### src/nqbs_pkg.sv
`default_nettype none
package nqbs_pkg;

  // Width of the board size field on the input port
  localparam int unsigned SizeW = 5;

  // Command from the search sequencer to the occupancy masks
  typedef struct packed {
    logic clr;    // wipe all masks for a fresh search
    logic place;  // mark the square's column and diagonals as taken
    logic lift;   // free the square's column and diagonals again
  } nqbs_occ_cmd_t;

endpackage
`default_nettype wire

### src/n_queens_backtrack_search_unit.sv
`default_nettype none
// Channel  | Ports                               | Word
// ---------+-------------------------------------+------------------------------
// input    | in_valid, in_ready, in_board_size   | board size 0..31, saturated
// result   | out_valid, out_ready, out_solvable  | 1 if a placement exists
//
// One column probe per scan cycle; each step back takes the scan step that runs
// off the row, then the stack read in the pop state that lifts the queen.
// A word passes through accept, the column probes, a final check and finish;
// the stack read is registered, so each step back also passes through the pop state.
// Reset clears control and masks at once; no clearing pass for the stack.
// A word is taken while an earlier result still waits; a stalled result
// holds the search at its last step until the output register frees.
module n_queens_backtrack_search_unit
  import nqbs_pkg::*;
#(
  parameter int unsigned MAX_BOARD = 16
) (
  input  wire logic             clk,
  input  wire logic             rst_n,
  input  wire logic             in_valid,
  output logic                  in_ready,
  input  wire logic [SizeW-1:0] in_board_size,
  output logic                  out_valid,
  input  wire logic             out_ready,
  output logic                  out_solvable
);

  localparam int unsigned CW = (MAX_BOARD > 1) ? $clog2(MAX_BOARD) : 1;
  localparam int unsigned RW = $clog2(MAX_BOARD + 1);

  localparam logic [1:0] StIdle   = 2'd0;
  localparam logic [1:0] StScan   = 2'd1;
  localparam logic [1:0] StPop    = 2'd2;
  localparam logic [1:0] StFinish = 2'd3;

  logic [1:0]    state_r, state_nxt;
  logic [RW-1:0] n_r, n_nxt;
  logic [RW-1:0] row_r, row_nxt;
  logic [RW-1:0] col_r, col_nxt;
  logic          res_r, res_nxt;
  logic          out_valid_r, out_valid_nxt;
  logic          out_solvable_r, out_solvable_nxt;

  logic [RW-1:0] n_sat;
  logic [RW-1:0] row_dec;
  logic          free;
  logic [CW-1:0] occ_col;
  logic [CW-1:0] q_col;
  nqbs_occ_cmd_t occ_cmd;
  logic          mem_wr_en, mem_rd_en;

  // Saturate the requested size to the board limit
  assign n_sat = ({1'b0, in_board_size} > (SizeW + 1)'(MAX_BOARD)) ?
                 RW'(MAX_BOARD) : RW'(in_board_size);

  assign row_dec  = row_r - RW'(1);
  assign in_ready = (state_r == StIdle);
  assign occ_col  = (state_r == StPop) ? q_col : col_r[CW-1:0];

  // Stack of placed columns
  nqbs_stack_mem #(
    .DEPTH (MAX_BOARD),
    .AW    (CW),
    .DW    (CW)
  ) u_stack (
    .clk     (clk),
    .wr_en   (mem_wr_en),
    .wr_addr (row_r[CW-1:0]),
    .wr_data (col_r[CW-1:0]),
    .rd_en   (mem_rd_en),
    .rd_addr (row_dec[CW-1:0]),
    .rd_data (q_col)
  );

  // Column and diagonal masks
  nqbs_occupancy #(
    .MAX_BOARD (MAX_BOARD),
    .CW        (CW)
  ) u_occ (
    .clk   (clk),
    .rst_n (rst_n),
    .cmd   (occ_cmd),
    .row   (row_r[CW-1:0]),
    .col   (occ_col),
    .free  (free)
  );

  // Search sequencer
  always_comb begin
    state_nxt        = state_r;
    n_nxt            = n_r;
    row_nxt          = row_r;
    col_nxt          = col_r;
    res_nxt          = res_r;
    out_valid_nxt    = out_valid_r && !out_ready;
    out_solvable_nxt = out_solvable_r;
    occ_cmd          = '0;
    mem_wr_en        = 1'b0;
    mem_rd_en        = 1'b0;
    unique case (state_r)
      StIdle: begin
        if (in_valid) begin
          n_nxt       = n_sat;
          row_nxt     = '0;
          col_nxt     = '0;
          occ_cmd.clr = 1'b1;
          state_nxt   = StScan;
        end
      end
      StScan: begin
        priority if (row_r == n_r) begin
          res_nxt   = 1'b1;
          state_nxt = StFinish;
        end else if (col_r == n_r) begin
          if (row_r == '0) begin
            res_nxt   = 1'b0;
            state_nxt = StFinish;
          end else begin
            mem_rd_en = 1'b1;
            row_nxt   = row_dec;
            state_nxt = StPop;
          end
        end else if (free) begin
          mem_wr_en     = 1'b1;
          occ_cmd.place = 1'b1;
          row_nxt       = row_r + RW'(1);
          col_nxt       = '0;
        end else begin
          col_nxt = col_r + RW'(1);
        end
      end
      StPop: begin
        occ_cmd.lift = 1'b1;
        col_nxt      = RW'(q_col) + RW'(1);
        state_nxt    = StScan;
      end
      StFinish: begin
        if (!out_valid_r || out_ready) begin
          out_valid_nxt    = 1'b1;
          out_solvable_nxt = res_r;
          state_nxt        = StIdle;
        end
      end
      default: state_nxt = StIdle;
    endcase
  end

  always_ff @(posedge clk) begin
    if (!rst_n) begin
      state_r     <= StIdle;
      n_r         <= '0;
      row_r       <= '0;
      col_r       <= '0;
      res_r       <= 1'b0;
      out_valid_r <= 1'b0;
    end else begin
      state_r     <= state_nxt;
      n_r         <= n_nxt;
      row_r       <= row_nxt;
      col_r       <= col_nxt;
      res_r       <= res_nxt;
      out_valid_r <= out_valid_nxt;
    end
  end

  // Hold the result word
  always_ff @(posedge clk) begin
    out_solvable_r <= out_solvable_nxt;
  end

  assign out_valid    = out_valid_r;
  assign out_solvable = out_solvable_r;

  // A stack read always comes from a step back in the scan
  a_pop_after_scan: assert property (@(posedge clk) disable iff (!rst_n)
    (state_r == StPop) |-> ($past(state_r) == StScan))
    else $error("pop state entered without a scan step back");

  // The search never runs past the board
  a_row_in_range: assert property (@(posedge clk) disable iff (!rst_n)
    (state_r == StScan) |-> (row_r <= n_r && col_r <= n_r))
    else $error("search row or column beyond board size");

  // A pending result blocks the finish step
  a_finish_waits: assert property (@(posedge clk) disable iff (!rst_n)
    (state_r == StFinish && out_valid_r && !out_ready) |=> (state_r == StFinish))
    else $error("finish overwrote a pending result");

  // A new result word only follows a finish step
  a_result_from_finish: assert property (@(posedge clk) disable iff (!rst_n)
    ($rose(out_valid_r)) |-> ($past(state_r) == StFinish))
    else $error("result raised outside finish");

endmodule
`default_nettype wire

### src/nqbs_stack_mem.sv
`default_nettype none
module nqbs_stack_mem #(
  parameter int unsigned DEPTH = 16,
  parameter int unsigned AW    = 4,
  parameter int unsigned DW    = 4
) (
  input  wire logic          clk,
  input  wire logic          wr_en,
  input  wire logic [AW-1:0] wr_addr,
  input  wire logic [DW-1:0] wr_data,
  input  wire logic          rd_en,
  input  wire logic [AW-1:0] rd_addr,
  output logic      [DW-1:0] rd_data
);

  // One stored column per placed row
  logic [DW-1:0] mem [DEPTH];
  logic [DW-1:0] rd_data_r;

  // Write the placed column
  always_ff @(posedge clk) begin
    if (wr_en) begin
      mem[wr_addr] <= wr_data;
    end
  end

  // Registered read; the output holds between reads
  always_ff @(posedge clk) begin
    if (rd_en) begin
      rd_data_r <= mem[rd_addr];
    end
  end

  assign rd_data = rd_data_r;

endmodule
`default_nettype wire

### src/nqbs_occupancy.sv
`default_nettype none
module nqbs_occupancy
  import nqbs_pkg::*;
#(
  parameter int unsigned MAX_BOARD = 16,
  parameter int unsigned CW        = 4
) (
  input  wire logic          clk,
  input  wire logic          rst_n,
  input  wire nqbs_occ_cmd_t cmd,
  input  wire logic [CW-1:0] row,
  input  wire logic [CW-1:0] col,
  output logic               free
);

  localparam int unsigned DN = 2 * MAX_BOARD - 1;
  localparam int unsigned DW = $clog2(2 * MAX_BOARD);

  logic [MAX_BOARD-1:0] col_m_r, col_m_nxt;
  logic [DN-1:0]        up_m_r, up_m_nxt;
  logic [DN-1:0]        dn_m_r, dn_m_nxt;
  logic [DW-1:0]        up_idx, dn_idx;

  // Index the two diagonals through the square
  assign up_idx = DW'(row) + DW'(col);
  assign dn_idx = DW'(row) + DW'(MAX_BOARD - 1) - DW'(col);

  assign free = !col_m_r[col] && !up_m_r[up_idx] && !dn_m_r[dn_idx];

  // Clear all masks, or set or clear the masks for the addressed square
  always_comb begin
    col_m_nxt = col_m_r;
    up_m_nxt  = up_m_r;
    dn_m_nxt  = dn_m_r;
    priority if (cmd.clr) begin
      col_m_nxt = '0;
      up_m_nxt  = '0;
      dn_m_nxt  = '0;
    end else if (cmd.place) begin
      col_m_nxt[col]   = 1'b1;
      up_m_nxt[up_idx] = 1'b1;
      dn_m_nxt[dn_idx] = 1'b1;
    end else if (cmd.lift) begin
      col_m_nxt[col]   = 1'b0;
      up_m_nxt[up_idx] = 1'b0;
      dn_m_nxt[dn_idx] = 1'b0;
    end
  end

  always_ff @(posedge clk) begin
    if (!rst_n) begin
      col_m_r <= '0;
      up_m_r  <= '0;
      dn_m_r  <= '0;
    end else begin
      col_m_r <= col_m_nxt;
      up_m_r  <= up_m_nxt;
      dn_m_r  <= dn_m_nxt;
    end
  end

endmodule
`default_nettype wire
### config.mk
export PLATFORM = sky130hd
export DESIGN_NAME = n_queens_backtrack_search_unit
export DESIGN_NICKNAME = d
export VERILOG_FILES = /design/src/nqbs_pkg.sv /design/src/n_queens_backtrack_search_unit.sv /design/src/nqbs_stack_mem.sv /design/src/nqbs_occupancy.sv
export SDC_FILE = /design/constraint.sdc
export NUM_CORES = 1
export LEC_CHECK = 0
export ABC_AREA = 1
export BUFFER_PORTS_ARGS = -buffer_cell sky130_fd_sc_hd__buf_2
export CELL_PAD_IN_SITES_DETAIL_PLACEMENT = 1
export CELL_PAD_IN_SITES_GLOBAL_PLACEMENT = 2
export CORE_ASPECT_RATIO = 0.6
export CORE_UTILIZATION = 40
export DETAILED_ROUTE_END_ITERATION = 10
export HOLD_SLACK_MARGIN = 0.15
export PLACE_DENSITY = 0.83
export SETUP_SLACK_MARGIN = 0.5
export SYNTH_ARGS = -nofsm -noshare
export SYNTH_HDL_FRONTEND = slang
export SYNTH_SLANG_ARGS = --single-unit
### constraint.sdc
create_clock -name clk -period 10.3 [get_ports clk]
set_input_delay 1.03 -clock clk [delete_from_list [all_inputs] [get_ports clk]]
set_output_delay 1.03 -clock clk [all_outputs]
set_load 0.01 [all_outputs]
==> run metrics <==
P per Cell Area=297 nW/um^2; critical path's slowest cell=fa_1; final worst slack=~4500 ps; crit-path cells=inv_1, ha_4, buf_4, nand2_1, nand2_2, inv_1, fa_1, nand2_1, inv_1, nand2_1, nand3_1, nand2_1, nand2_1, nand2_1, nand2_1, inv_1, nand2_1, nor2_2, nand3_4, buf_4, inv_2, nand2_1, nor2_1; crit path capture type=flip-flop; antenna violations before repair=0; crit path kind=flip-flop to flip-flop; dpl ws=approximately 4600 ps; n_diodes=0; Tmin final=around 5800 ps; measured slew at the worst slew-check pin=1040 ps; Die Ht=approximately 120 um; Core Area=~21000 sq um; ANT nets after route=0; Distinct cells, synth=40; die area=23000 sq um; TritonCTS clock tree=yes; RSZ-0062 raised after global routing=no; Routed WL=roughly 28000 um; gr ovfl total=0; final hold violations=0; TritonCTS buffer count=17; final setup fails=0; # Post-CTS Setup Buffers=0; later-pin clock latency in the skew report=460 ps; CTS resizes=0; Synth Instances=1233; IO Port Bufs=11; skew final=14.3 ps; status=complete, no violations; Longest Clk Path Bufs=2; crit-path max FO=78; first-pass GRT wire length=45500 um; Worst-path clk slew=approximately 70 ps; Hold Buf Count CTS=0; vias per cell=5.41; sequential area share after synthesis=between 40 and 50%; Slew Viols, Final=0; prevailing post-synth register cell=dfxtp_1; worst slew margin relative to its limit=30.7%; DP HPWL=19400 um; CP Launch Type=flip-flop; Core Rows=between 40 and 50; post-synthesis register bit count=166; Pre-antenna DRT Iters=5; setup TNS=0 ps; Layout area overhead=9.81%; min-delay worst type=flip-flop to flip-flop; CP max stage delay=790 ps; CTS Sinks=166; Boundary Pins=12; crit-path most repeated cell=nand2_1; initial DRC count=between 500 and 600; Avg Inst Size Synth=slightly above 7 sq um; Ys Warns=0; syn_nets=1263; Max Fclk=between 150 and 200 MHz; Max-cap violations=0; Root Driver=clkbuf_16; Syn Std Cell Area=approximately 9000 sq um; final net count=1249; Placer Congestion=0.821; largest net degree at the start of global routing=80; initial core utilization=41.6%; drt wl/cell=18.6 um; Critical Path RT=10490 ps; Final period util=between 50% and 60%; H-Tree Depth=4; DIE WIDTH=195 um; Post-synth EDFFs=69; CP arrival=5950 ps; total track usage=about 26%; layout cells sized above 1=5.84%; Max rail drop VDD=0.122 mV; DRC=0; leakage power=3.84 nW; vias in the first global route=8059; total number of vias=8167; Synth async-reset ratio=0%
[stage by stage]
step	util, %	power (mW)	hold WS, ps	std cells	instance area, sq um
2_1_floorplan	-	1.77	409	1233	8950
3_3_place_gp	42.8	2.20	423	1479	9200
3_5_place_dp	42.8	2.21	428	1479	9200
4_1_cts	45.7	2.91	444	1511	9830
5_1_grt	45.7	3.12	461	1511	9830
6_report	45.7	2.92	444	1511	9830
[layout make-up]
class	count	area, sq um
tap	279	349
clock inverter	15	210
timing repair buffer	19	115
sequential	166	4010
fill	2713	11700
inverter	100	375
clock buffer	17	425
multi-input combinational	915	4340
[synthesized netlist by cell type (2+ instances only)]
cell      instances  area, sq um
mux2i_1           9         90.1
buf_6             3         33.8
xor2_1           11         96.3
o221ai_1          9         78.8
edfxtp_1         69         2070
o21ai_2           2         17.5
ha_1             20          250
buf_1             8         30.0
o32ai_1           7         61.3
buf_2            16         80.1
o211ai_1          8         60.1
nand2_2           8         50.1
inv_1            94          353
buf_4             3         22.5
nor2_1          257          965
dfxtp_1          97         1940
nand2_1         296         1110
nand3_1         125          626
o21ai_1           7         35.0
clkbuf_1         22         82.6
xnor2_1           3         26.3
nor2_2            2         12.5
nand4_1          12         75.1
a21oi_1          99          495
o21ai_0          26          130
inv_2             5         18.8
o21bai_1          2         15.0
[report_power, final]
| part | switching, mW | leakage, nW | internal (mW) |
|---|---|---|---|
| sequential | 0.0463 | 1.43 | 0.738 |
| combinational | 1.10 | 2.11 | 0.337 |
| clock | 0.306 | 0.304 | 0.392 |
[cell usage in the layout (no fill, tap or decap), drive strengths merged]
cell type,instances
o2111ai,1
o41ai,1
nand2,304
buf,19
xor2,11
xnor2,4
mux2i,9
nor2,259
a22o,1
nand4,12
bufinv,3
a32o,1
clkinv,4
o21ai,35
nand3b,1
edfxtp,69
dfxtp,97
o211ai,8
o221ai,9
nor3b,1
o21bai,2
clkinvlp,2
a21oi,99
fa,1
o32ai,7
inv,106
a31o,1
a22oi,1
ha,20
nor3,1
nand3,126
clkbuf,17
[worst max-delay path, delay by kind of cell (launching register included)]
family,cells,cell delay [ps]
buffers and inverters,7,2050
and+or+nand+nor,14,1820
adders and majority gates,2,1130
DFF,1,330
[per-layer routing]
metal  track usage (%)  up-vias  share of wire (%)
met2              33.5      165                 38
met4              6.64        0               0.91
met5                 0        -                  0
li1                  -     4027                  -
met1              41.4     3957                 56
met3              4.53       18                4.7
[final timing paths]
| check | end | cells after the start | from | slack, ps |
|---|---|---|---|---|
| hold reg to reg | out_solvable$_DFFE_PP_ | 0 | res_r$_SDFFE_PN0P_ | 440 |
| setup / recovery | u_stack.mem[14][1]$_DFFE_PP_ | 23 | state_r[0]$_SDFFE_PN0P_ | 4540 |
| hold / removal | out_solvable$_DFFE_PP_ | 0 | res_r$_SDFFE_PN0P_ | 440 |
| setup reg to reg | u_stack.mem[14][1]$_DFFE_PP_ | 23 | state_r[0]$_SDFFE_PN0P_ | 4540 |
[cell families after synthesis]
logic type,after synthesis,synth area share [%]
muxes,9,1.01
AOI/OAI and AO/OA,166,10.6
and+or+nand+nor,704,32.0
DFF,166,44.8
xor gates and xnor gates,15,1.55
buffers and inverters,152,6.97
adders and majority gates,21,3.02
No activity file was read; power rests on OpenSTA's default activity.
